==> config.mk <==
export PLATFORM = sky130hd
export DESIGN_NAME = partition_window_table_core
export DESIGN_NICKNAME = d
export VERILOG_FILES = /design/src/rtl/core/pwt_pkg.sv /design/src/rtl/core/pwt_ctrl.sv /design/src/rtl/core/pwt_dp.sv /design/src/rtl/core/partition_window_table_core.sv
export SDC_FILE = /design/constraint.sdc
export NUM_CORES = 2
export LEC_CHECK = 0
export BUFFER_PORTS_ARGS = -buffer_cell sky130_fd_sc_hd__buf_2
export CORE_MARGIN = 2
export CORE_UTILIZATION = 42
export DETAILED_ROUTE_END_ITERATION = 8
export PLACE_DENSITY_LB_ADDON = 0.05
export SYNTH_ARGS = -nofsm -noshare
export SYNTH_HDL_FRONTEND = slang
export SYNTH_HIERARCHICAL = 1
export SYNTH_SLANG_ARGS = --single-unit
==> constraint.sdc <==
create_clock -name clk_i -period 10.1 [get_ports clk_i]
set_input_delay 2.02 -clock clk_i [delete_from_list [all_inputs] [get_ports clk_i]]
set_output_delay 2.02 -clock clk_i [all_outputs]
set_load 0.03 [all_outputs]
==> src/rtl/core/pwt_pkg.sv <==
// Shared constants, codes and control/status structs of the partition window table.
// No dependencies; every other file of the block imports this package.
package pwt_pkg;

  // Slot store size and derived widths
  localparam int MaxSlots = 16;
  localparam int SlotW    = (MaxSlots > 1) ? $clog2(MaxSlots) : 1;
  localparam int CountW   = $clog2(MaxSlots + 1);

  // Field widths
  localparam int SectorW = 13;
  localparam int ByteW   = 64;
  localparam int DiskW   = 8;
  localparam int IdxW    = 8;

  // Sector size reset value
  localparam logic [SectorW-1:0] SectorReset = SectorW'(512);

  // Configuration register indexes
  localparam logic CfgPata = 1'b0;
  localparam logic CfgSata = 1'b1;

  typedef enum logic [1:0] {
    ModeRegister = 2'd0,
    ModeRemove   = 2'd1,
    ModeRead     = 2'd2,
    ModeWrite    = 2'd3
  } mode_e;

  typedef enum logic [2:0] {
    StatOk    = 3'd0,
    StatRange = 3'd1,
    StatFull  = 3'd2,
    StatNoDev = 3'd3,
    StatNoSpc = 3'd4
  } status_e;

  // Result forming step requested by the controller
  typedef enum logic [2:0] {
    FinNone,
    FinRange,
    FinFull,
    FinRegister,
    FinRemove,
    FinAccess
  } fin_e;

  // Controller to datapath commands
  typedef struct packed {
    logic load;      // capture the input item
    logic chk;       // range check and last sector plus one
    logic mul_en;    // one partial product step
    logic mul_hi;    // upper 32 bits of the operand
    logic mul_end;   // operand is the window end, else window start
    logic scan_inc;  // advance the slot scan
    logic rm_step;   // test one slot for removal and advance
    logic rd;        // read the addressed slot
    logic acc_chk;   // offset against window length
    fin_e fin;       // form the result
    logic out_load;  // move the result to the output register
  } pwt_cmd_t;

  // Datapath to controller status
  typedef struct packed {
    logic bad;       // register range check failed
    logic ovf;       // window end overflows 64 bits
    logic scan_end;  // scan reached the fill count
    logic slot_free; // scanned slot is inactive
    logic full;      // fill count at capacity
  } pwt_stat_t;

endpackage

==> src/rtl/core/pwt_ctrl.sv <==
// Sequencer of the partition window table: one item at a time through the datapath.
// Depends on pwt_pkg for modes, commands and status.
module pwt_ctrl
  import pwt_pkg::*;
(
  input  logic      clk_i,
  input  logic      rst_ni,
  input  logic      in_valid_i,
  output logic      in_ready_o,
  input  mode_e     mode_i,
  output logic      out_valid_o,
  input  logic      out_ready_i,
  input  pwt_stat_t stat_i,
  output pwt_cmd_t  cmd_o
);

  typedef enum logic [3:0] {
    StIdle,
    StRChk,
    StRMulSl,
    StRMulSh,
    StRMulEl,
    StRMulEh,
    StROvf,
    StRScan,
    StRmScan,
    StARead,
    StAChk,
    StAFin,
    StDone
  } state_e;

  state_e state_q, state_d;
  logic   out_valid_q, out_valid_d;
  logic   out_free;

  assign out_free    = !out_valid_q || out_ready_i;
  assign in_ready_o  = (state_q == StIdle);
  assign out_valid_o = out_valid_q;

  // Decode state into next state and datapath commands
  always_comb begin
    state_d = state_q;
    cmd_o   = '0;
    cmd_o.fin = FinNone;
    unique case (state_q)
      StIdle: begin
        if (in_valid_i) begin
          cmd_o.load = 1'b1;
          unique case (mode_i) inside
            ModeRegister:        state_d = StRChk;
            ModeRemove:          state_d = StRmScan;
            ModeRead, ModeWrite: state_d = StARead;
            default:             state_d = StIdle;
          endcase
        end
      end
      StRChk: begin
        cmd_o.chk = 1'b1;
        state_d   = StRMulSl;
      end
      StRMulSl: begin
        if (stat_i.bad) begin
          cmd_o.fin = FinRange;
          state_d   = StDone;
        end else begin
          cmd_o.mul_en = 1'b1;
          state_d      = StRMulSh;
        end
      end
      StRMulSh: begin
        cmd_o.mul_en = 1'b1;
        cmd_o.mul_hi = 1'b1;
        state_d      = StRMulEl;
      end
      StRMulEl: begin
        cmd_o.mul_en  = 1'b1;
        cmd_o.mul_end = 1'b1;
        state_d       = StRMulEh;
      end
      StRMulEh: begin
        cmd_o.mul_en  = 1'b1;
        cmd_o.mul_hi  = 1'b1;
        cmd_o.mul_end = 1'b1;
        state_d       = StROvf;
      end
      StROvf: begin
        if (stat_i.ovf) begin
          cmd_o.fin = FinRange;
          state_d   = StDone;
        end else begin
          state_d = StRScan;
        end
      end
      // Take the first inactive slot, else append, else fail
      StRScan: begin
        if (stat_i.scan_end) begin
          cmd_o.fin = stat_i.full ? FinFull : FinRegister;
          state_d   = StDone;
        end else if (stat_i.slot_free) begin
          cmd_o.fin = FinRegister;
          state_d   = StDone;
        end else begin
          cmd_o.scan_inc = 1'b1;
        end
      end
      StRmScan: begin
        if (stat_i.scan_end) begin
          cmd_o.fin = FinRemove;
          state_d   = StDone;
        end else begin
          cmd_o.rm_step = 1'b1;
        end
      end
      StARead: begin
        cmd_o.rd = 1'b1;
        state_d  = StAChk;
      end
      StAChk: begin
        cmd_o.acc_chk = 1'b1;
        state_d       = StAFin;
      end
      StAFin: begin
        cmd_o.fin = FinAccess;
        state_d   = StDone;
      end
      // Hold the result until the output register frees up
      StDone: begin
        if (out_free) begin
          cmd_o.out_load = 1'b1;
          state_d        = StIdle;
        end
      end
      default: state_d = StIdle;
    endcase

    out_valid_d = out_valid_q;
    if (out_valid_q && out_ready_i) out_valid_d = 1'b0;
    if (cmd_o.out_load) out_valid_d = 1'b1;
  end

  // State and output valid
  always_ff @(posedge clk_i or negedge rst_ni) begin
    if (!rst_ni) begin
      state_q     <= StIdle;
      out_valid_q <= 1'b0;
    end else begin
      state_q     <= state_d;
      out_valid_q <= out_valid_d;
    end
  end

endmodule

==> src/rtl/core/pwt_dp.sv <==
// Datapath of the partition window table: slot store, sector registers, shared
// 32x13 multiplier, access arithmetic and the result/output registers. Uses pwt_pkg.
module pwt_dp
  import pwt_pkg::*;
(
  input  logic               clk_i,
  input  logic               rst_ni,
  input  pwt_cmd_t           cmd_i,
  output pwt_stat_t          stat_o,
  // configuration
  input  logic               cfg_we_i,
  input  logic               cfg_index_i,
  input  logic [SectorW-1:0] cfg_data_i,
  // input item
  input  mode_e              mode_i,
  input  logic [IdxW-1:0]    slot_index_i,
  input  logic [DiskW-1:0]   disk_number_i,
  input  logic               disk_is_parallel_i,
  input  logic [ByteW-1:0]   first_sector_i,
  input  logic [ByteW-1:0]   last_sector_i,
  input  logic [ByteW-1:0]   disk_sector_total_i,
  input  logic [ByteW-1:0]   byte_offset_i,
  input  logic [ByteW-1:0]   byte_count_i,
  // result item
  output status_e            status_o,
  output logic [IdxW-1:0]    slot_used_o,
  output logic [ByteW-1:0]   absolute_address_o,
  output logic [ByteW-1:0]   transfer_bytes_o,
  output logic [DiskW-1:0]   target_disk_o,
  output logic               target_is_parallel_o
);

  // Sector size registers
  logic [SectorW-1:0] pata_q, sata_q;

  always_ff @(posedge clk_i or negedge rst_ni) begin
    if (!rst_ni) begin
      pata_q <= SectorReset;
      sata_q <= SectorReset;
    end else if (cfg_we_i) begin
      unique case (cfg_index_i)
        CfgPata: pata_q <= cfg_data_i;
        CfgSata: sata_q <= cfg_data_i;
        default: ;
      endcase
    end
  end

  // Captured item
  logic               is_write_q;
  logic [IdxW-1:0]    slot_index_q;
  logic [DiskW-1:0]   disk_q;
  logic               par_q;
  logic [ByteW-1:0]   first_q, last_q, total_q, off_q, cnt_q;

  // Working registers
  logic               bad_q, ovf_q;
  logic [ByteW-1:0]   lastp1_q, start_q, end_q;
  logic               nodev_q, past_q;
  logic [ByteW-1:0]   rd_start_q, rd_len_q, rem_q;
  logic [DiskW-1:0]   rd_disk_q;
  logic               rd_par_q;

  // Slot store and scan
  logic [MaxSlots-1:0] active_q;
  logic [DiskW-1:0]    disk_arr_q  [MaxSlots];
  logic                par_arr_q   [MaxSlots];
  logic [ByteW-1:0]    start_arr_q [MaxSlots];
  logic [ByteW-1:0]    len_arr_q   [MaxSlots];
  logic [CountW-1:0]   used_q, idx_q;
  logic [SlotW-1:0]    scan_sel, acc_sel;

  // Result and output registers
  status_e            res_status_q, out_status_q;
  logic [IdxW-1:0]    res_slot_q, out_slot_q;
  logic [ByteW-1:0]   res_addr_q, out_addr_q;
  logic [ByteW-1:0]   res_xfer_q, out_xfer_q;
  logic [DiskW-1:0]   res_disk_q, out_disk_q;
  logic               res_par_q, out_par_q;

  logic [SectorW-1:0] ss;
  logic [31:0]        mul_a;
  logic [ByteW-1:0]   mul_x;
  logic [44:0]        mprod;
  logic [12:0]        dst_carry;
  logic [45:0]        msum;
  logic               acc_in_range;
  logic               rm_match;

  assign ss        = par_q ? pata_q : sata_q;
  assign scan_sel  = idx_q[SlotW-1:0];
  assign acc_sel   = slot_index_q[SlotW-1:0];

  // Shared multiplier: 32-bit half of start or end operand times sector size
  assign mul_x     = cmd_i.mul_end ? lastp1_q : first_q;
  assign mul_a     = cmd_i.mul_hi ? mul_x[63:32] : mul_x[31:0];
  assign mprod     = {13'b0, mul_a} * {32'b0, ss};
  assign dst_carry = cmd_i.mul_end ? end_q[44:32] : start_q[44:32];
  assign msum      = {1'b0, mprod} + {33'b0, dst_carry};

  assign acc_in_range = 32'(slot_index_q) < 32'(used_q);
  assign rm_match     = active_q[scan_sel] && (disk_arr_q[scan_sel] == disk_q) &&
                        (par_arr_q[scan_sel] == par_q);

  assign stat_o.bad       = bad_q;
  assign stat_o.ovf       = ovf_q;
  assign stat_o.scan_end  = idx_q >= used_q;
  assign stat_o.slot_free = !active_q[scan_sel];
  assign stat_o.full      = used_q == CountW'(MaxSlots);

  // Control state of the slot store: active bits, fill count, scan index
  always_ff @(posedge clk_i or negedge rst_ni) begin
    if (!rst_ni) begin
      active_q <= '0;
      used_q   <= '0;
      idx_q    <= '0;
    end else begin
      if (cmd_i.load) idx_q <= '0;
      if (cmd_i.scan_inc) idx_q <= idx_q + 1'b1;
      if (cmd_i.rm_step) begin
        if (rm_match) active_q[scan_sel] <= 1'b0;
        idx_q <= idx_q + 1'b1;
      end
      if (cmd_i.fin == FinRegister) begin
        active_q[scan_sel] <= 1'b1;
        if (idx_q == used_q) used_q <= used_q + 1'b1;
      end
    end
  end

  // Slot payload
  always_ff @(posedge clk_i) begin
    if (cmd_i.fin == FinRegister) begin
      disk_arr_q[scan_sel]  <= disk_q;
      par_arr_q[scan_sel]   <= par_q;
      start_arr_q[scan_sel] <= start_q;
      len_arr_q[scan_sel]   <= end_q - start_q;
    end
  end

  // Capture the item and run the arithmetic steps
  always_ff @(posedge clk_i) begin
    if (cmd_i.load) begin
      is_write_q   <= (mode_i == ModeWrite);
      slot_index_q <= slot_index_i;
      disk_q       <= disk_number_i;
      par_q        <= disk_is_parallel_i;
      first_q      <= first_sector_i;
      last_q       <= last_sector_i;
      total_q      <= disk_sector_total_i;
      off_q        <= byte_offset_i;
      cnt_q        <= byte_count_i;
    end
    if (cmd_i.chk) begin
      bad_q    <= (first_q > last_q) || (first_q >= total_q) || (last_q >= total_q) ||
                  (ss == '0);
      lastp1_q <= last_q + 64'd1;
    end
    // Low half writes the partial product, high half adds the carry-in
    if (cmd_i.mul_en) begin
      if (!cmd_i.mul_hi) begin
        if (cmd_i.mul_end) end_q   <= {19'b0, mprod};
        else               start_q <= {19'b0, mprod};
      end else begin
        if (cmd_i.mul_end) begin
          end_q[63:32] <= msum[31:0];
          ovf_q        <= |msum[45:32];
        end else begin
          start_q[63:32] <= msum[31:0];
        end
      end
    end
    if (cmd_i.rd) begin
      nodev_q    <= !(acc_in_range && active_q[acc_sel]);
      rd_start_q <= start_arr_q[acc_sel];
      rd_len_q   <= len_arr_q[acc_sel];
      rd_disk_q  <= disk_arr_q[acc_sel];
      rd_par_q   <= par_arr_q[acc_sel];
    end
    if (cmd_i.acc_chk) begin
      past_q <= off_q >= rd_len_q;
      rem_q  <= rd_len_q - off_q;
    end
  end

  // Form the result
  always_ff @(posedge clk_i) begin
    case (cmd_i.fin)
      FinRange, FinFull, FinRemove: begin
        res_status_q <= (cmd_i.fin == FinRange) ? StatRange :
                        (cmd_i.fin == FinFull)  ? StatFull  : StatOk;
        res_slot_q   <= '0;
        res_addr_q   <= '0;
        res_xfer_q   <= '0;
        res_disk_q   <= '0;
        res_par_q    <= 1'b0;
      end
      FinRegister: begin
        res_status_q <= StatOk;
        res_slot_q   <= IdxW'(idx_q);
        res_addr_q   <= start_q;
        res_xfer_q   <= end_q - start_q;
        res_disk_q   <= disk_q;
        res_par_q    <= par_q;
      end
      FinAccess: begin
        res_slot_q <= slot_index_q;
        if (nodev_q || (past_q && is_write_q)) begin
          res_status_q <= nodev_q ? StatNoDev : StatNoSpc;
          res_addr_q   <= '0;
          res_xfer_q   <= '0;
          res_disk_q   <= '0;
          res_par_q    <= 1'b0;
        end else begin
          res_status_q <= StatOk;
          res_disk_q   <= rd_disk_q;
          res_par_q    <= rd_par_q;
          if (past_q) begin
            res_addr_q <= '0;
            res_xfer_q <= '0;
          end else begin
            res_addr_q <= rd_start_q + off_q;
            res_xfer_q <= (cnt_q > rem_q) ? rem_q : cnt_q;
          end
        end
      end
      default: ;
    endcase
  end

  // Output register
  always_ff @(posedge clk_i) begin
    if (cmd_i.out_load) begin
      out_status_q <= res_status_q;
      out_slot_q   <= res_slot_q;
      out_addr_q   <= res_addr_q;
      out_xfer_q   <= res_xfer_q;
      out_disk_q   <= res_disk_q;
      out_par_q    <= res_par_q;
    end
  end

  assign status_o             = out_status_q;
  assign slot_used_o          = out_slot_q;
  assign absolute_address_o   = out_addr_q;
  assign transfer_bytes_o     = out_xfer_q;
  assign target_disk_o        = out_disk_q;
  assign target_is_parallel_o = out_par_q;

endmodule

==> src/rtl/core/partition_window_table_core.sv <==
// Top level of the partition window table: stream ports, controller and datapath.
// Depends on pwt_pkg, pwt_ctrl and pwt_dp.
//
//   channel   | direction | tdata                                   | tuser
//   s_axis    | in        | slot, disk, kind, sectors, offset, count | mode
//   m_axis    | out       | slot, address, length, disk, kind       | status
//   cfg       | in        | sector size write (index 0 PATA, 1 SATA) | -
//
// One item at a time. Register runs the range check, four 32x13 multiplier steps
// and a scan for the first inactive slot; remove scans the appended slots; read
// and write read the addressed slot and check the offset against its length.
// Reset clears the slot store at once through its active bits and fill count.
// A finished result waits in the output register while the next item is taken;
// a stalled output holds the following result in the datapath.
module partition_window_table_core
  import pwt_pkg::*;
(
  input  logic               clk_i,
  input  logic               rst_ni,
  input  logic               s_axis_tvalid,
  output logic               s_axis_tready,
  // slot_index[7:0], disk_number[15:8], disk_is_parallel[16], first_sector[80:17],
  // last_sector[144:81], disk_sector_total[208:145], byte_offset[272:209],
  // byte_count[336:273], zero fill [343:337]
  input  logic [343:0]       s_axis_tdata,
  // mode[1:0]
  input  logic [1:0]         s_axis_tuser,
  output logic               m_axis_tvalid,
  input  logic               m_axis_tready,
  // slot_used[7:0], absolute_address[71:8], transfer_bytes[135:72],
  // target_disk[143:136], target_is_parallel[144], zero fill [151:145]
  output logic [151:0]       m_axis_tdata,
  // status[2:0]
  output logic [2:0]         m_axis_tuser,
  input  logic               cfg_we_i,
  input  logic               cfg_index_i,
  input  logic [SectorW-1:0] cfg_data_i
);

  pwt_cmd_t         cmd;
  pwt_stat_t        stat;
  mode_e            mode;
  status_e          status;
  logic [IdxW-1:0]  slot_used;
  logic [ByteW-1:0] abs_addr, xfer;
  logic [DiskW-1:0] tgt_disk;
  logic             tgt_par;

  assign mode = mode_e'(s_axis_tuser);

  pwt_ctrl u_ctrl (
    .clk_i       (clk_i),
    .rst_ni      (rst_ni),
    .in_valid_i  (s_axis_tvalid),
    .in_ready_o  (s_axis_tready),
    .mode_i      (mode),
    .out_valid_o (m_axis_tvalid),
    .out_ready_i (m_axis_tready),
    .stat_i      (stat),
    .cmd_o       (cmd)
  );

  pwt_dp u_dp (
    .clk_i                (clk_i),
    .rst_ni               (rst_ni),
    .cmd_i                (cmd),
    .stat_o               (stat),
    .cfg_we_i             (cfg_we_i),
    .cfg_index_i          (cfg_index_i),
    .cfg_data_i           (cfg_data_i),
    .mode_i               (mode),
    .slot_index_i         (s_axis_tdata[7:0]),
    .disk_number_i        (s_axis_tdata[15:8]),
    .disk_is_parallel_i   (s_axis_tdata[16]),
    .first_sector_i       (s_axis_tdata[80:17]),
    .last_sector_i        (s_axis_tdata[144:81]),
    .disk_sector_total_i  (s_axis_tdata[208:145]),
    .byte_offset_i        (s_axis_tdata[272:209]),
    .byte_count_i         (s_axis_tdata[336:273]),
    .status_o             (status),
    .slot_used_o          (slot_used),
    .absolute_address_o   (abs_addr),
    .transfer_bytes_o     (xfer),
    .target_disk_o        (tgt_disk),
    .target_is_parallel_o (tgt_par)
  );

  // Pack the result item
  assign m_axis_tdata = {7'b0, tgt_par, tgt_disk, xfer, abs_addr, slot_used};
  assign m_axis_tuser = status;

endmodule

== Word level (Yosys, flattened, before mapping) ==
Memory sizes are Yosys's and may differ from the RTL's. A register that Yosys moved wholly into a read port is not among the register bits.
Cells that the tools add are included.
Word-level totals
  flip-flop bits (word level): 951
  RAM bits: 2192
  bits of input ports: 365
  output and inout port bits: 157
  word-level logic and storage cells: 203
  memories: 4
Operators by class
  $add $sub $neg: 7
  $mul: 1
  order comparisons: 10
  eq/ne operators: 28
  multiplexer cells: 75
  bitwise operators: 6
  reductions and logical operators: 34
Memory list
  u_dp.len_arr_q: words 16, width 64, read ports 1, clocked after Yosys merged registers in 1, write ports 1, RTL line pwt_dp.sv:69  | logic [ByteW-1:0] len_arr_q [MaxSlots];
  u_dp.start_arr_q: words 16, width 64, read ports 1, clocked after Yosys merged registers in 1, write ports 1, RTL line pwt_dp.sv:68  | logic [ByteW-1:0] start_arr_q [MaxSlots];
  u_dp.disk_arr_q: words 16, width 8, read ports 2, clocked after Yosys merged registers in 1, write ports 1, RTL line pwt_dp.sv:66  | logic [DiskW-1:0] disk_arr_q [MaxSlots];
  u_dp.par_arr_q: words 16, width 1, read ports 2, clocked after Yosys merged registers in 1, write ports 1, RTL line pwt_dp.sv:67  | logic par_arr_q [MaxSlots];
Operator list (number)
  $mux 64: 8
  $pmux 64 s3: 2
  $ge 64x64->1: 3
  $mux 32: 5
  $gt 64x64->1: 2
  $sub 64x64->64: 2
  $add 64x1->64 const B: 1
  $add 64x64->64: 1
  $pmux 4 s13: 1
  $mux 16: 3
  $pmux 8 s3: 2
  $add 45x13->46: 1
  $mul 32x13->45: 1
  $mux 4: 7
  $mux 1: 26
  $mux 13: 2
  $eq 4x4->1 const B: 5
  $and 16x16->16: 1
  $eq 4x3->1 const B: 4
  $not 16->16: 1
  $or 16x16->16: 1
  $mux 3: 5
  $mux 5: 3
  $pmux 3 s5: 1
  42 further kinds: 73

== Logic depth before layout (Yosys ltp) ==
  depth in word-level cells: 10
  depth in mapped cells: 36
  gate-level depth less buffers: 31

== Modules after synthesis ==
The synthesis kept the hierarchy.
By module, submodules not included
  pwt_dp: instances 1, cells an instance 9184, area an instance 152252.3 um^2, sequential area each 98086.6 um^2
  pwt_ctrl: instances 1, cells an instance 75, area an instance 558.0 um^2, sequential area each 125.1 um^2
  partition_window_table_core: instances 1, cells an instance 9, area an instance 63.8 um^2, sequential area each 0.0 um^2

== Worst setup path after synthesis ==
No wires, ideal clock.
  path type: input to register
  start: input s_axis_tvalid
  end: register u_dp.idx_q[3]
  setup time: 0.139 ns
  data arrival time: 10.652 ns
  data required time: 9.961 ns
  path slack: -0.691 ns
  stages: 4
  buffers on the path: 0
  path through: and2_1 nor3_1 o21ai_0 o31ai_1
On the way
  longest elaborated chain between the ends: 3
RTL lines
  start: declaration: RTL line partition_window_table_core.sv:20  | input logic s_axis_tvalid,
  $mux 1: RTL line pwt_ctrl.sv:48  | if (in_valid_i) begin
  $mux 1: RTL line pwt_ctrl.sv:46  | unique case (state_q)
  $reduce_bool 3->1 (no line)
  end signal: assignment: RTL line pwt_dp.sv:119  | if (cmd_i.scan_inc) idx_q <= idx_q + 1'b1;
  end signal: assignment: RTL line pwt_dp.sv:122  | idx_q <= idx_q + 1'b1;
  end: declaration: RTL line pwt_dp.sv:70  | logic [CountW-1:0] used_q, idx_q;
No other way between the ends.
A chain may end at the register's enable or synchronous reset.

==> impl.org <==
** Logic synthesis
- Async SR Flop Fraction :: 1.74%
- Primary FF master, synth :: sky130_fd_sc_hd__edfxtp_1
- Most common cell in the synthesized netlist :: sky130_fd_sc_hd__edfxtp_1
- Syn Area/Cell :: 16.5 um2
- Instance count of the mapped netlist :: 9268
- Counting instances in the post-synthesis netlist gives the leading cell types as sky130_fd_sc_hd__edfxtp_1 (3223), sky130_fd_sc_hd__mux4_2 (759), sky130_fd_sc_hd__inv_1 (757), sky130_fd_sc_hd__ha_1 (565), sky130_fd_sc_hd__nand2_1 (546).
- Largest cells by area after synthesis :: sky130_fd_sc_hd__edfxtp_1 (63%), sky130_fd_sc_hd__mux4_2 (11%), sky130_fd_sc_hd__ha_1 (4.6%)
- Summed over its instances, the top area cell type makes up 63.3% of the synthesized netlist area.
- Yosys warning total :: 6
- EDFF count, synth :: 3223
- Post-synthesis instance area :: 0.153 mm2
- Count of unique library cells instantiated by Yosys :: 100
- Share of synthesized area occupied by flip-flops and latches :: 64.2%
- Summed over all instances, the cell type with the most area after synthesis is sky130_fd_sc_hd__edfxtp_1.
- Flip-flop and latch count after synthesis :: 3280

** Die
- The floorplan has 221 rows.
- Initial Utilization :: 42.2%
- From left edge to right edge, the die measures 607 um.
- 522 I/O pins were placed.
- Die Area :: 0.369 mm2
- Height of the die :: 607 um
- CORE AREA :: 0.362 mm2

** Worst setup path
- On the worst path, the slowest cell contributes a delay of 660 ps.
- The setup check on the worst reg-to-reg path leaves a slack of 560 ps.
- Data on the critical path is required at its endpoint by 10880 ps.
- In this run the critical register-to-register path is captured at u_dp/ovf_q$_DFFE_PP_.
- The worst setup path is captured at a register.
- Cell at the slowest stage of the critical path :: sky130_fd_sc_hd__or4_4
- In this design, the critical path's most frequently occurring cell is sky130_fd_sc_hd__fa_1.
- The startpoint identified for the worst register-to-register timing path is u_ctrl/state_q[1]$_DFFE_PN0P_.
- Measured in cells, the most critical reg-to-reg path has a length of 32.
- Worst setup path category :: reg -> reg
- For the worst setup path, the data arrival time is 10320 ps.
- Maximum fanout along the worst path :: 25
- Kind of start point of the critical path :: register

** Cells and area
- Final Net Count :: 11244
- From synthesis to final layout, the design area changed by 13.9%.
- Largest registers :: u_dp/len_arr_q: 1024 flops, u_dp/start_arr_q: 1024 flops, u_dp/disk_arr_q: 128 flops
- For this run, the share of the core covered by cells in the final layout is 48.1%.
- Proportion of layout cells with a drive suffix above 1 :: 20.9%

** Drt
- Post-detailed-route wirelength per cell :: 29.8 um
- The first detailed-routing pass ran for 6 iterations.
- Using the TritonRoute via totals, the vias-per-cell ratio works out to 5.71.
- Across all layers, the routed design uses 86040 vias.
- Antenna violation net count after detailed routing :: 0
- Detailed-route DRC error count :: 0
- In this run, the number of DRC markers left after iteration 0 of detailed routing was 7893.
- Wires add up to 450000 um.

** Timing
- The total count of hold-check failures in the final report was 0.
- Final critical delay including setup and external delays :: 9540 ps
- The tightest hold path in the finished design has a slack of 385 ps.
- Slew at the pin closest to its max-slew limit :: 1200 ps
- Setup repair after global routing left no endpoint under its margin.
- The number of pins exceeding their max-slew limit in the final report was 0.
- Setup violations remaining at the end of the flow were counted as 0.
- Skew final :: 85.1 ps
- The worst pin sits at a relative slew slack of 19.5%.
- After layout, the worst path uses 94.5% of the clock period.
- Maximum clock frequency :: 0.105 GHz
- Total negative slack :: 0 ps

** CTS
- Source-to-sink clock delay at the later pin of the worst-skew pair :: 960 ps
- Counting the buffers created by CTS gives 362.
- Clk pin slew, worst setup/hold paths :: 60 ps
- In this run the number of H-tree levels came out at 5.
- Worst-case clock buffer depth :: 4
- TritonCTS clock tree :: built
- Counting every sink on the clock net gives 3280.
- Count of hold buffers inserted by post-cts repair :: 0
- In this run the clock root is driven by a sky130_fd_sc_hd__clkbuf_16.

** Global routing
- Largest net degree at the start of global routing :: 159
- Initial antenna violation count :: 19
- In the global route stage, overall resource usage came out at 24.1%.
- For this run the aggregate overflow at the end of global routing stands at 0.
- The first global-routing pass estimated 643000 um of wire.
- The number of global-route vias before repair came to 89338.

** Worst hold path
- The worst hold path passes through 0 cells.
- The path with the worst hold slack has its endpoint at u_dp/status_o[0]$_DFFE_PP_.
- Source of the worst hold timing path :: u_dp/res_status_q[0]$_DFFE_PP_
- Worst min path class :: reg -> reg

** Status
- Outcome :: finished clean

** Place
- Detailed-placement wirelength estimate :: 291000 um
- Global placer's final weighted congestion :: 0.899
- Port Buffer Count :: 507

** Job
- Max-cap violations in this run came to 0.
==> stage by stage <==
| step | setup WS (ps) | cells | cell area, um2 |
|---|---|---|---|
| 2_1_floorplan | 168 | 9274 | 153000 |
| 3_3_place_gp | 638 | 14408 | 162000 |
| 3_5_place_dp | 514 | 14408 | 162000 |
| 4_1_cts | 545 | 15067 | 174000 |
| 5_1_grt | 67.4 | 15070 | 174000 |
| 6_report | 558 | 15075 | 174000 |
==> layout by cell type (no fill, tap or decap), types with 88 or more instances in the layout <==
cell and count:
sky130_fd_sc_hd__edfxtp_1 3223, sky130_fd_sc_hd__mux4_2 759, sky130_fd_sc_hd__inv_1 757, sky130_fd_sc_hd__ha_1 565, sky130_fd_sc_hd__nand2_1 546, sky130_fd_sc_hd__buf_2 507
sky130_fd_sc_hd__clkbuf_16 367, sky130_fd_sc_hd__fa_1 334, sky130_fd_sc_hd__o21ai_0 313, sky130_fd_sc_hd__a21oi_1 295, sky130_fd_sc_hd__a21o_1 250, sky130_fd_sc_hd__xnor2_1 224
sky130_fd_sc_hd__nor2_1 223, sky130_fd_sc_hd__buf_4 172, sky130_fd_sc_hd__and2_1 126, sky130_fd_sc_hd__nand4_1 126, sky130_fd_sc_hd__nand3_1 91, sky130_fd_sc_hd__mux2i_1 88
==> area by class of cell <==
| class | instances | area, um2 |
|---|---|---|
| Fill cell | 30927 | 188000 |
| Sequential cell | 3280 | 98200 |
| Timing Repair Buffer | 727 | 4790 |
| Clock buffer | 428 | 9410 |
| Antenna cell | 6 | 15.0 |
| Inverter | 758 | 2850 |
| Clock inverter | 231 | 2210 |
| Tap cell | 4794 | 6000 |
| Multi-Input combinational cell | 4851 | 50600 |
==> logic make-up after synthesis <==
kind of cell | after synthesis | share of synthesized area (%)
flip-flops | 3280 | 64.2
AND/OR/NAND/NOR | 1488 | 4.78
AO/OA/AOI/OAI | 1249 | 5.20
buffers and inverters | 1143 | 2.86
adder cells (fa/ha/maj) | 899 | 9.00
multiplexers | 899 | 12.1
XOR/XNOR | 309 | 1.77
other | 1 | 0.00245
==> routing by layer <==
metal	up-vias	wire length (um)	track usage, %	part of all wire [%]
met1	45545	192000	33.3	43
met2	2781	218000	40.0	48
met5	-	0	0	0
met3	639	22700	2.46	5.0
li1	37075	-	-	-
met4	0	16600	8.43	3.7
==> timing repair <==
action                                  in CTS  in global routing
endpoints found under the setup margin       0                  1
resized for setup                            0                  1
buffers inserted                             0                  2
==> critical path: cells and delay by family, from the launching register on <==
family                   cells  cell delay [ps]
adder cells (fa/ha/maj)      6             3080
AND/OR/NAND/NOR              9             2150
AO/OA/AOI/OAI                6             1440
buffers and inverters        7             1020
flip-flops                   1              620
multiplexers                 2              590
XOR/XNOR                     2              460
==> how the worst max path moves through the flow <==
stage                                  startpoint                              end  slack (ps)  depth (start not counted)
floorplan               u_dp/idx_q[1]$_DFFE_PN0P_  u_dp/disk_arr_q[3][0]$_DFFE_PP_         170                         13
global placement    u_ctrl/state_q[1]$_DFFE_PN0P_             u_dp/ovf_q$_DFFE_PP_         640                         32
detailed placement  u_ctrl/state_q[1]$_DFFE_PN0P_             u_dp/ovf_q$_DFFE_PP_         510                         32
CTS                 u_ctrl/state_q[1]$_DFFE_PN0P_             u_dp/ovf_q$_DFFE_PP_         550                         32
global route        u_ctrl/state_q[1]$_DFFE_PN0P_             u_dp/ovf_q$_DFFE_PP_          70                         32
finish              u_ctrl/state_q[1]$_DFFE_PN0P_             u_dp/ovf_q$_DFFE_PP_         560                         32
Power is left out: the tool's default activity adds up to more than one toggle a clock period on the data nets, which glitch-free logic cannot reach.
